==> src/sha256_pkg.sv <==
package sha256_pkg;

  localparam int BlockBytes = 64;
  localparam int WordCount  = 16;
  localparam int RoundCount = 64;

  typedef logic [31:0] word_t;
  typedef logic [5:0]  byte_idx_t;
  typedef logic [3:0]  word_idx_t;
  typedef logic [5:0]  round_idx_t;

  // Control from sequencer to round engine
  typedef struct packed {
    logic start;      // load working vars from hash, begin 64 rounds
    logic init_hash;  // reset hash words to initial values
  } eng_ctrl_t;

  typedef struct packed {
    logic busy;
    logic done;       // pulses when hash words have been updated
  } eng_stat_t;

  function automatic word_t round_k(input round_idx_t t);
    word_t k;
    case (t)
      6'd0:  k = 32'h428a2f98; 6'd1:  k = 32'h71374491; 6'd2:  k = 32'hb5c0fbcf;
      6'd3:  k = 32'he9b5dba5; 6'd4:  k = 32'h3956c25b; 6'd5:  k = 32'h59f111f1;
      6'd6:  k = 32'h923f82a4; 6'd7:  k = 32'hab1c5ed5; 6'd8:  k = 32'hd807aa98;
      6'd9:  k = 32'h12835b01; 6'd10: k = 32'h243185be; 6'd11: k = 32'h550c7dc3;
      6'd12: k = 32'h72be5d74; 6'd13: k = 32'h80deb1fe; 6'd14: k = 32'h9bdc06a7;
      6'd15: k = 32'hc19bf174; 6'd16: k = 32'he49b69c1; 6'd17: k = 32'hefbe4786;
      6'd18: k = 32'h0fc19dc6; 6'd19: k = 32'h240ca1cc; 6'd20: k = 32'h2de92c6f;
      6'd21: k = 32'h4a7484aa; 6'd22: k = 32'h5cb0a9dc; 6'd23: k = 32'h76f988da;
      6'd24: k = 32'h983e5152; 6'd25: k = 32'ha831c66d; 6'd26: k = 32'hb00327c8;
      6'd27: k = 32'hbf597fc7; 6'd28: k = 32'hc6e00bf3; 6'd29: k = 32'hd5a79147;
      6'd30: k = 32'h06ca6351; 6'd31: k = 32'h14292967; 6'd32: k = 32'h27b70a85;
      6'd33: k = 32'h2e1b2138; 6'd34: k = 32'h4d2c6dfc; 6'd35: k = 32'h53380d13;
      6'd36: k = 32'h650a7354; 6'd37: k = 32'h766a0abb; 6'd38: k = 32'h81c2c92e;
      6'd39: k = 32'h92722c85; 6'd40: k = 32'ha2bfe8a1; 6'd41: k = 32'ha81a664b;
      6'd42: k = 32'hc24b8b70; 6'd43: k = 32'hc76c51a3; 6'd44: k = 32'hd192e819;
      6'd45: k = 32'hd6990624; 6'd46: k = 32'hf40e3585; 6'd47: k = 32'h106aa070;
      6'd48: k = 32'h19a4c116; 6'd49: k = 32'h1e376c08; 6'd50: k = 32'h2748774c;
      6'd51: k = 32'h34b0bcb5; 6'd52: k = 32'h391c0cb3; 6'd53: k = 32'h4ed8aa4a;
      6'd54: k = 32'h5b9cca4f; 6'd55: k = 32'h682e6ff3; 6'd56: k = 32'h748f82ee;
      6'd57: k = 32'h78a5636f; 6'd58: k = 32'h84c87814; 6'd59: k = 32'h8cc70208;
      6'd60: k = 32'h90befffa; 6'd61: k = 32'ha4506ceb; 6'd62: k = 32'hbef9a3f7;
      default: k = 32'hc67178f2;
    endcase
    return k;
  endfunction

  function automatic word_t init_h(input logic [2:0] i);
    word_t h;
    case (i)
      3'd0: h = 32'h6a09e667; 3'd1: h = 32'hbb67ae85;
      3'd2: h = 32'h3c6ef372; 3'd3: h = 32'ha54ff53a;
      3'd4: h = 32'h510e527f; 3'd5: h = 32'h9b05688c;
      3'd6: h = 32'h1f83d9ab; default: h = 32'h5be0cd19;
    endcase
    return h;
  endfunction

  function automatic word_t rotr(input word_t x, input int n);
    return (x >> n) | (x << (32 - n));
  endfunction

endpackage

==> src/sha256_byte_stream_hasher_unit.sv <==
// Channel | signals                                    | transfer
// input   | msg_byte, byte_present, end_of_message     | in_valid & in_ready
// output  | digest_word, word_index, last_word         | out_valid & out_ready
// Bytes are taken only while the sequencer is idle; every 64th byte holds the input
// until the block is done (feed with the first 16 rounds, 48 rounds, hash update, done).
// End of message writes 1 to 14 pad words and 2 length words, then a block;
// an overflowing length adds 1-2 pad words, a block and 14 zero words first.
// Then eight digest transactions and the S_INIT state that reloads the initial hash.
// rst clears control and loads initial hash; input stalls while any is busy.
module sha256_byte_stream_hasher_unit (
  input  logic        clk,
  input  logic        rst,
  input  logic        in_valid,
  output logic        in_ready,
  input  logic [7:0]  msg_byte,
  input  logic        byte_present,
  input  logic        end_of_message,
  output logic        out_valid,
  input  logic        out_ready,
  output logic [31:0] digest_word,
  output logic [2:0]  word_index,
  output logic        last_word
);
  import sha256_pkg::*;

  eng_ctrl_t ctrl;
  eng_stat_t stat;
  logic      w_valid;
  word_t     w_in, rd_word;
  logic [2:0] rd_idx;

  sha256_unit_ctrl u_ctrl (
    .clk, .rst, .msg_byte, .byte_present, .end_of_message, .in_valid, .in_ready,
    .digest_word, .word_index, .last_word, .out_valid, .out_ready,
    .ctrl, .w_valid, .w_in, .stat, .rd_idx, .rd_word
  );

  sha256_engine u_engine (
    .clk, .rst, .ctrl, .w_valid, .w_in, .stat, .rd_idx, .rd_word
  );

endmodule

==> src/sha256_engine.sv <==
// Compression engine: schedule window and working variables, one round a cycle unless waiting for a message word.
// Message words are fed in during rounds 0..15 from the block memory.
module sha256_engine (
  input  logic                   clk,
  input  logic                   rst,
  input  sha256_pkg::eng_ctrl_t  ctrl,
  input  logic                   w_valid,
  input  sha256_pkg::word_t      w_in,
  output sha256_pkg::eng_stat_t  stat,
  input  logic [2:0]             rd_idx,
  output sha256_pkg::word_t      rd_word
);
  import sha256_pkg::*;

  word_t      hash [8];
  word_t      sched [WordCount];
  word_t      a, b, c, d, e, f, g, h;
  round_idx_t round;
  logic       running;
  logic       finish;
  logic       done;

  word_t w_cur, s0, s1, t1, t2, w_new;

  // Schedule word for this round: supplied word early, expanded later
  always_comb begin
    s1 = rotr(sched[14], 17) ^ rotr(sched[14], 19) ^ (sched[14] >> 10);
    s0 = rotr(sched[1], 7) ^ rotr(sched[1], 18) ^ (sched[1] >> 3);
    w_new = s1 + sched[9] + s0 + sched[0];
    w_cur = (round < 6'd16) ? w_in : w_new;
    t1 = h + (rotr(e, 6) ^ rotr(e, 11) ^ rotr(e, 25)) + ((e & f) ^ (~e & g))
         + round_k(round) + w_cur;
    t2 = (rotr(a, 2) ^ rotr(a, 13) ^ rotr(a, 22)) + ((a & b) ^ (a & c) ^ (b & c));
  end

  // Advance one round per cycle; rounds below 16 wait for a message word
  always_ff @(posedge clk) begin
    if (rst) begin
      running <= 1'b0;
      finish  <= 1'b0;
      round   <= '0;
      for (int i = 0; i < 8; i++) hash[i] <= init_h(3'(i));
    end else if (ctrl.init_hash) begin
      for (int i = 0; i < 8; i++) hash[i] <= init_h(3'(i));
    end else if (ctrl.start) begin
      running <= 1'b1;
      round   <= '0;
      {a, b, c, d, e, f, g, h} <= {hash[0], hash[1], hash[2], hash[3],
                                   hash[4], hash[5], hash[6], hash[7]};
    end else if (finish) begin
      finish <= 1'b0;
      hash[0] <= hash[0] + a; hash[1] <= hash[1] + b;
      hash[2] <= hash[2] + c; hash[3] <= hash[3] + d;
      hash[4] <= hash[4] + e; hash[5] <= hash[5] + f;
      hash[6] <= hash[6] + g; hash[7] <= hash[7] + h;
    end else if (running && (round >= 6'd16 || w_valid)) begin
      for (int i = 0; i < WordCount - 1; i++) sched[i] <= sched[i + 1];
      sched[WordCount - 1] <= w_cur;
      {h, g, f, e, d, c, b, a} <= {g, f, e, d + t1, c, b, a, t1 + t2};
      round <= round + 6'd1;
      if (round == 6'(RoundCount - 1)) begin
        running <= 1'b0;
        finish  <= 1'b1;
      end
    end
  end

  // Pulse done on the cycle the hash words take the round result
  always_ff @(posedge clk) begin
    done <= !rst && !ctrl.init_hash && !ctrl.start && finish;
  end

  assign stat.busy = running | finish;
  assign stat.done = done;
  assign rd_word   = hash[rd_idx];

endmodule

==> src/sha256_unit_ctrl.sv <==
// Sequencer: byte buffer memory, padding, block feed and digest output.
module sha256_unit_ctrl (
  input  logic                   clk,
  input  logic                   rst,
  input  logic [7:0]             msg_byte,
  input  logic                   byte_present,
  input  logic                   end_of_message,
  input  logic                   in_valid,
  output logic                   in_ready,
  output logic [31:0]            digest_word,
  output logic [2:0]             word_index,
  output logic                   last_word,
  output logic                   out_valid,
  input  logic                   out_ready,
  output sha256_pkg::eng_ctrl_t  ctrl,
  output logic                   w_valid,
  output sha256_pkg::word_t      w_in,
  input  sha256_pkg::eng_stat_t  stat,
  output logic [2:0]             rd_idx,
  input  sha256_pkg::word_t      rd_word
);
  import sha256_pkg::*;

  typedef enum logic [3:0] {
    S_IDLE, S_FEED, S_WAIT, S_PAD, S_LEN, S_OUT, S_INIT
  } state_t;

  // Block memory: 16 words of 32 bits, one write and one read per cycle
  word_t mem [WordCount];
  logic  mem_we;
  word_idx_t mem_waddr, mem_raddr;
  word_t mem_wdata, mem_rdata;

  state_t      state;
  byte_idx_t   fill;
  byte_idx_t   fill_next;
  logic [63:0] msg_bits;
  word_t       acc;          // bytes of the word being assembled
  logic        final_blk;    // current block is the last of the message
  logic        pad_more;     // another pad block follows this one
  logic        zero_blk;     // pad block holds only zeros ahead of the length
  word_idx_t   feed_cnt;
  word_idx_t   pad_cnt;
  logic [2:0]  out_cnt;
  logic        rd_pend;
  eng_ctrl_t   ctrl_next;

  logic        take;
  word_t       acc_byte;
  word_t       pad_word;
  logic [63:0] total;

  always_ff @(posedge clk) begin
    if (mem_we) mem[mem_waddr] <= mem_wdata;
    mem_rdata <= mem[mem_raddr];
  end

  assign in_ready  = (state == S_IDLE);
  assign take      = in_valid && in_ready;
  assign fill_next = fill + {5'd0, byte_present};
  assign total     = msg_bits + {55'd0, fill, 3'd0};

  // Insert byte into assembling word at its big-endian lane
  always_comb begin
    acc_byte = acc;
    case (fill[1:0])
      2'd0:    acc_byte = {msg_byte, 24'd0};
      2'd1:    acc_byte[23:16] = msg_byte;
      2'd2:    acc_byte[15:8]  = msg_byte;
      default: acc_byte[7:0]   = msg_byte;
    endcase
  end

  // Padding word at pad_cnt: remaining data bytes and 0x80 right after the data, zeros elsewhere
  always_comb begin
    pad_word = '0;
    if (!zero_blk && pad_cnt == fill[5:2]) begin
      pad_word = acc;
      case (fill[1:0])
        2'd0:    pad_word = 32'h80000000;
        2'd1:    pad_word[23:0] = 24'h800000;
        2'd2:    pad_word[15:0] = 16'h8000;
        default: pad_word[7:0]  = 8'h80;
      endcase
    end
  end

  // Block memory write and feed read
  always_comb begin
    mem_we    = 1'b0;
    mem_waddr = fill[5:2];
    mem_wdata = acc_byte;
    case (state)
      S_IDLE: mem_we = take && byte_present && (fill[1:0] == 2'd3);
      S_PAD: begin
        mem_we    = 1'b1;
        mem_waddr = pad_cnt;
        mem_wdata = pad_word;
      end
      S_LEN: begin
        mem_we    = 1'b1;
        mem_waddr = pad_cnt;
        mem_wdata = pad_cnt[0] ? total[31:0] : total[63:32];
      end
      default: mem_we = 1'b0;
    endcase
    mem_raddr = feed_cnt;
  end

  // Engine control pulses for the next cycle
  always_comb begin
    ctrl_next = '0;
    ctrl_next.start = (take && byte_present && fill == 6'd63) ||
                      (state == S_PAD && pad_cnt == 4'd15) ||
                      (state == S_LEN && pad_cnt[0]);
    ctrl_next.init_hash = (state == S_OUT) && out_ready && (out_cnt == 3'd7);
  end

  assign w_valid     = (state == S_FEED) && rd_pend;
  assign w_in        = mem_rdata;
  assign rd_idx      = out_cnt;
  assign digest_word = rd_word;
  assign word_index  = out_cnt;
  assign last_word   = (out_cnt == 3'd7);
  assign out_valid   = (state == S_OUT);

  // Hold state and registered control
  always_ff @(posedge clk) begin
    if (rst) begin
      state <= S_IDLE; fill <= '0; msg_bits <= '0; final_blk <= 1'b0;
      pad_more <= 1'b0; zero_blk <= 1'b0; feed_cnt <= '0; pad_cnt <= '0;
      out_cnt <= '0; rd_pend <= 1'b0; ctrl <= '0;
    end else begin
      ctrl <= ctrl_next;
      case (state)
        S_IDLE: if (take) begin
          if (byte_present) acc <= acc_byte;
          if (byte_present && fill == 6'd63) begin
            // full block: compress it, then maybe finish
            msg_bits  <= msg_bits + 64'd512;
            fill      <= '0;
            final_blk <= 1'b0;
            pad_more  <= end_of_message;
            feed_cnt  <= '0;
            rd_pend   <= 1'b0;
            state     <= S_FEED;
          end else begin
            fill <= fill_next;
            if (end_of_message) begin
              zero_blk <= 1'b0;
              pad_cnt  <= fill_next[5:2];
              state    <= S_PAD;
            end
          end
        end
        S_PAD: begin
          // write the 0x80 word then zeros up to the length words
          if (pad_cnt == 4'd13) begin
            pad_cnt <= 4'd14;
            state   <= S_LEN;
          end else if (pad_cnt == 4'd15) begin
            // length does not fit: run this block, then a zero block
            final_blk <= 1'b0;
            pad_more  <= 1'b1;
            feed_cnt  <= '0;
            rd_pend   <= 1'b0;
            state     <= S_FEED;
          end else begin
            pad_cnt <= pad_cnt + 4'd1;
          end
        end
        S_LEN: begin
          if (pad_cnt[0]) begin
            final_blk <= 1'b1;
            feed_cnt  <= '0;
            rd_pend   <= 1'b0;
            state     <= S_FEED;
          end else begin
            pad_cnt <= pad_cnt + 4'd1;
          end
        end
        S_FEED: begin
          // stream words 0..15 into the engine from the registered memory read
          rd_pend  <= 1'b1;
          feed_cnt <= feed_cnt + 4'd1;
          if (rd_pend && feed_cnt == 4'd0) state <= S_WAIT;
        end
        S_WAIT: if (stat.done) begin
          if (final_blk) begin
            out_cnt <= '0;
            state   <= S_OUT;
          end else if (pad_more) begin
            // message ended on a block boundary, or the length overflowed
            pad_more <= 1'b0;
            zero_blk <= (fill >= 6'd56);
            pad_cnt  <= '0;
            state    <= S_PAD;
          end else begin
            state <= S_IDLE;
          end
        end
        S_OUT: if (out_ready) begin
          out_cnt <= out_cnt + 3'd1;
          if (out_cnt == 3'd7) begin
            fill     <= '0;
            msg_bits <= '0;
            state    <= S_INIT;
          end
        end
        S_INIT: state <= S_IDLE;
        default: state <= S_IDLE;
      endcase
    end
  end

endmodule

==> config.mk <==
export PLATFORM = sky130hd
export DESIGN_NAME = sha256_byte_stream_hasher_unit
export DESIGN_NICKNAME = d
export VERILOG_FILES = /design/src/sha256_pkg.sv /design/src/sha256_byte_stream_hasher_unit.sv /design/src/sha256_engine.sv /design/src/sha256_unit_ctrl.sv
export SDC_FILE = /design/constraint.sdc
export NUM_CORES = 2
export LEC_CHECK = 0
export BUFFER_PORTS_ARGS = -buffer_cell sky130_fd_sc_hd__buf_2
export CORE_ASPECT_RATIO = 0.9
export CORE_MARGIN = 2
export CORE_UTILIZATION = 40
export DETAILED_ROUTE_END_ITERATION = 6
export PLACE_DENSITY_LB_ADDON = 0.1
export SYNTH_ARGS = -nofsm -noshare
export SYNTH_HDL_FRONTEND = slang
export SYNTH_SLANG_ARGS = --single-unit
==> constraint.sdc <==
create_clock -name clk -period 47.7 [get_ports clk]
set_input_delay 4.77 -clock clk [delete_from_list [all_inputs] [get_ports clk]]
set_output_delay 4.77 -clock clk [all_outputs]
set_load 0.05 [all_outputs]
==> results.py <==
metrics = {
    "status": {
        "status": "completed",
    },
    "global_routing": {
        "grt_use_total_pct": 23.7,
        "grt-ovfl-total": 0,
        "antenna_found_initial": 12,
        "grt_pass1_wl_um": 405000,
        "grt_pass1_vias": 56800,
        "grt_max_degree": 155,
    },
    "hold_path": {
        "min_path_cells": 0,
        "worstHoldPathType": "reg -> reg",
        "holdCritStartpoint": "u_engine.sched[1][87]",
        "min_to": "u_engine.sched[1][55]",
    },
    "synth": {
        "ys_async_sr_fraction_pct": 0,
        "synth_area_leaders": "edfxtp_1 50%, ha_1 5.5%, mux4_2 5.5%",
        "synth-main-ff-cell": "edfxtp_1",
        "synth_cell_types": 106,
        "yosysWarnings": 0,
        "synth_edf_count": 1536,
        "ys_seq_area_share_pct": 54.3,
        "synthCells": 7156,
        "synth_top_cell_area_share_pct": 50.2,
        "synth_fp_nets": 7769,
        "synth_area_leader_cell": "edfxtp_1",
        "syn-cell-area_sq_mm": 0.0919,
        "avgSynthCellArea_sq_um": 12.8,
        "ys_ff_latch": 1725,
    },
    "setup_path": {
        "critical-path-top-delay-family": "compound AO/OA/AOI/OAI gates",
        "cp_max_fo": 5,
        "worst_setup_path_end_kind": "flip-flop",
        "reg2reg_slack_ps": 36070,
        "worstSetupStartpointType": "flip-flop",
        "worst-path-buf-inv": 3,
        "slowest_delay_ps": 670,
        "reg2reg_depth": 43,
        "cp.arrival_ps": 12170,
        "path_depth": 43,
        "cp.required_ps": 48230,
        "path_class": "reg -> reg",
        "worstReg2RegEnd": "u_engine.a[31]",
        "slowest_stage": "o311ai_0",
        "reg2reg_from": "u_engine.sched[0][40]",
    },
    "clocking": {
        "cts_root_buf": "clkbuf_16",
        "cts_resized": 0,
        "cts-hold-fix-buffers": 0,
        "tritoncts": "built",
        "htree_levels": 4,
        "clk_pin_slew_worst_paths_ps": 70,
        "cts_made_buffers": 190,
        "clock_path_buffers": 3,
        "cts_setup_buffers": 0,
        "cts_sinks": 1725,
        "clock_latency_ps": 870,
    },
    "timing": {
        "slew_headroom_pct": 11.5,
        "hold_violations": 0,
        "rsz0062_at_grt": "false",
        "setup_tns_ps": 0,
        "min_period_over_period_pct": 24.4,
        "drv_slew": 0,
        "clock.fmax_mhz": 86.0,
        "worst_pin_slew_ps": 1320,
        "setup_violations": 0,
        "finalCriticalPeriod_ps": 11630,
        "finClkSkew_ps": 68.4,
    },
    "floorplan": {
        "die_w_um": 509,
        "core_area_sq_mm": 0.228,
        "ios": 52,
        "rows": 166,
        "die_y_um": 459,
        "dieArea_sq_mm": 0.234,
        "initial_core_util_pct": 40.3,
    },
    "flow_run": {
        "maxCapViolCount": 0,
    },
    "drt": {
        "drt_wl_total_um": 279000,
        "drc": 0,
        "ant_nets": 0,
        "drt_first_pass_iters": 6,
        "dr.first_iter.drc_count": 5821,
        "avgRoutedWirePerCell_um": 26.8,
        "vias": 58500,
        "via_per_inst": 5.62,
    },
    "layout": {
        "final_cell_mix": "1536 x edfxtp_1, 478 x nand2_1, 419 x a21oi_1, 413 x nor2_1, 411 x inv_1",
        "fin_nets": 7828,
        "drive_gt1_share_pct": 14.0,
        "fillers": 20600,
        "final_common_cell": "edfxtp_1",
        "synthToLayoutAreaGrowth_pct": 11.4,
        "final_cell_count_no_fill": 10400,
    },
    "place": {
        "place_hpwl_um": 198000,
        "io_buffer_count": 51,
        "place_inst": 10000,
        "gp_congestion": 0.941,
    },
    "power_and_ir_drop": {
        "power_mw": 4.74,
        "peakVddDrop_mv": 0.0430,
        "cellPowerDensity_mw_per_mm2": 46.4,
        "p_leak_nw": 36.2,
    },
}
[registers in the layout (all words and copies together) (netlist names), 32 cells and up, named ones only]
signal,count
u_engine.hash,256
u_engine.e,32
u_engine.a,32
u_ctrl.acc,32
u_ctrl.mem,512
u_engine.sched,512
u_engine.d,32
u_engine.c,32
u_engine.g,32
u_engine.h,32
u_ctrl.w_in,32
u_ctrl.msg_bits,55
u_engine.f,32
u_engine.b,32
[routing by layer]
layer / global-route usage [%] / wire, um
met2: 32.7 / 115000
met1: 37.4 / 137000
met3: 5.65 / 21900
met5: 0.560 / 201
met4: 4.61 / 4920
[cell type report]
class,count,area (sq um),area share [%]
Antenna cell,7,17.5,0.0171
Clock inverter,99,1220,1.19
Sequential cell,1725,49900,48.8
Timing Repair Buffer,186,1280,1.26
Multi-Input combinational cell,4696,39300,38.4
Clock buffer,257,5220,5.10
Inverter,416,1560,1.53
Tap cell,3024,3780,3.70
[report_power, final]
group	internal [mW]	switching [mW]
Sequential	1.76	0.0319
Combinational	0.579	0.860
Clock	0.863	0.651
[cell usage after synthesis, drive strengths merged, types with 47 or more instances]
library cell	number
a211oi	47
a21o	195
a21oi	421
buf	68
clkbuf	251
dfxtp	189
edfxtp	1536
fa	195
ha	404
inv	414
mux2	235
mux2i	83
mux4	224
nand2	483
nand2b	77
nand3	101
nor2	437
nor2b	47
nor3	85
o21a	53
o21ai	372
o21bai	54
xnor2	393
xor2	228
[logic make-up (layout without fill, tap and decap cells)]
kind of cell    count (synthesis)  in the layout  synth area share [%]
flops                        1725           1725                  54.3
compound gates               1462           1462                  10.1
fa+ha+maj                     618            618                  9.96
xor+xnor                      621            621                  5.94
buf+inv                       735            958                  3.09
simple gates                 1453           1453                  7.33
mux                           542            542                  9.28
other cells                     0              7                     0
[through the flow]
step,hold slack (ps),area [sq um],util [%],setup slack (ps)
final,376,102000,44.9,36070
after global placement,400,95900,42.1,36290
after global routing,365,102000,44.9,35310
after detailed placement,405,95900,42.1,36340
after CTS,366,102000,44.9,36160
after floorplan,400,91900,-,5830
[how the worst max path moves through the flow]
| stage | to | slack, ps | from |
|---|---|---|---|
| after CTS | u_engine.a[31] | 36160 | u_engine.sched[0][40] |
| after detailed placement | u_engine.a[31] | 36340 | u_engine.sched[0][40] |
| after global placement | u_engine.a[31] | 36290 | u_engine.sched[0][40] |
| after global routing | u_engine.a[31] | 35310 | u_engine.sched[0][40] |
| after floorplan | u_engine.sched[0][0] | 5830 | rst |
| final | u_engine.a[31] | 36070 | u_engine.sched[0][40] |
Power figures use the tool's default switching activity.
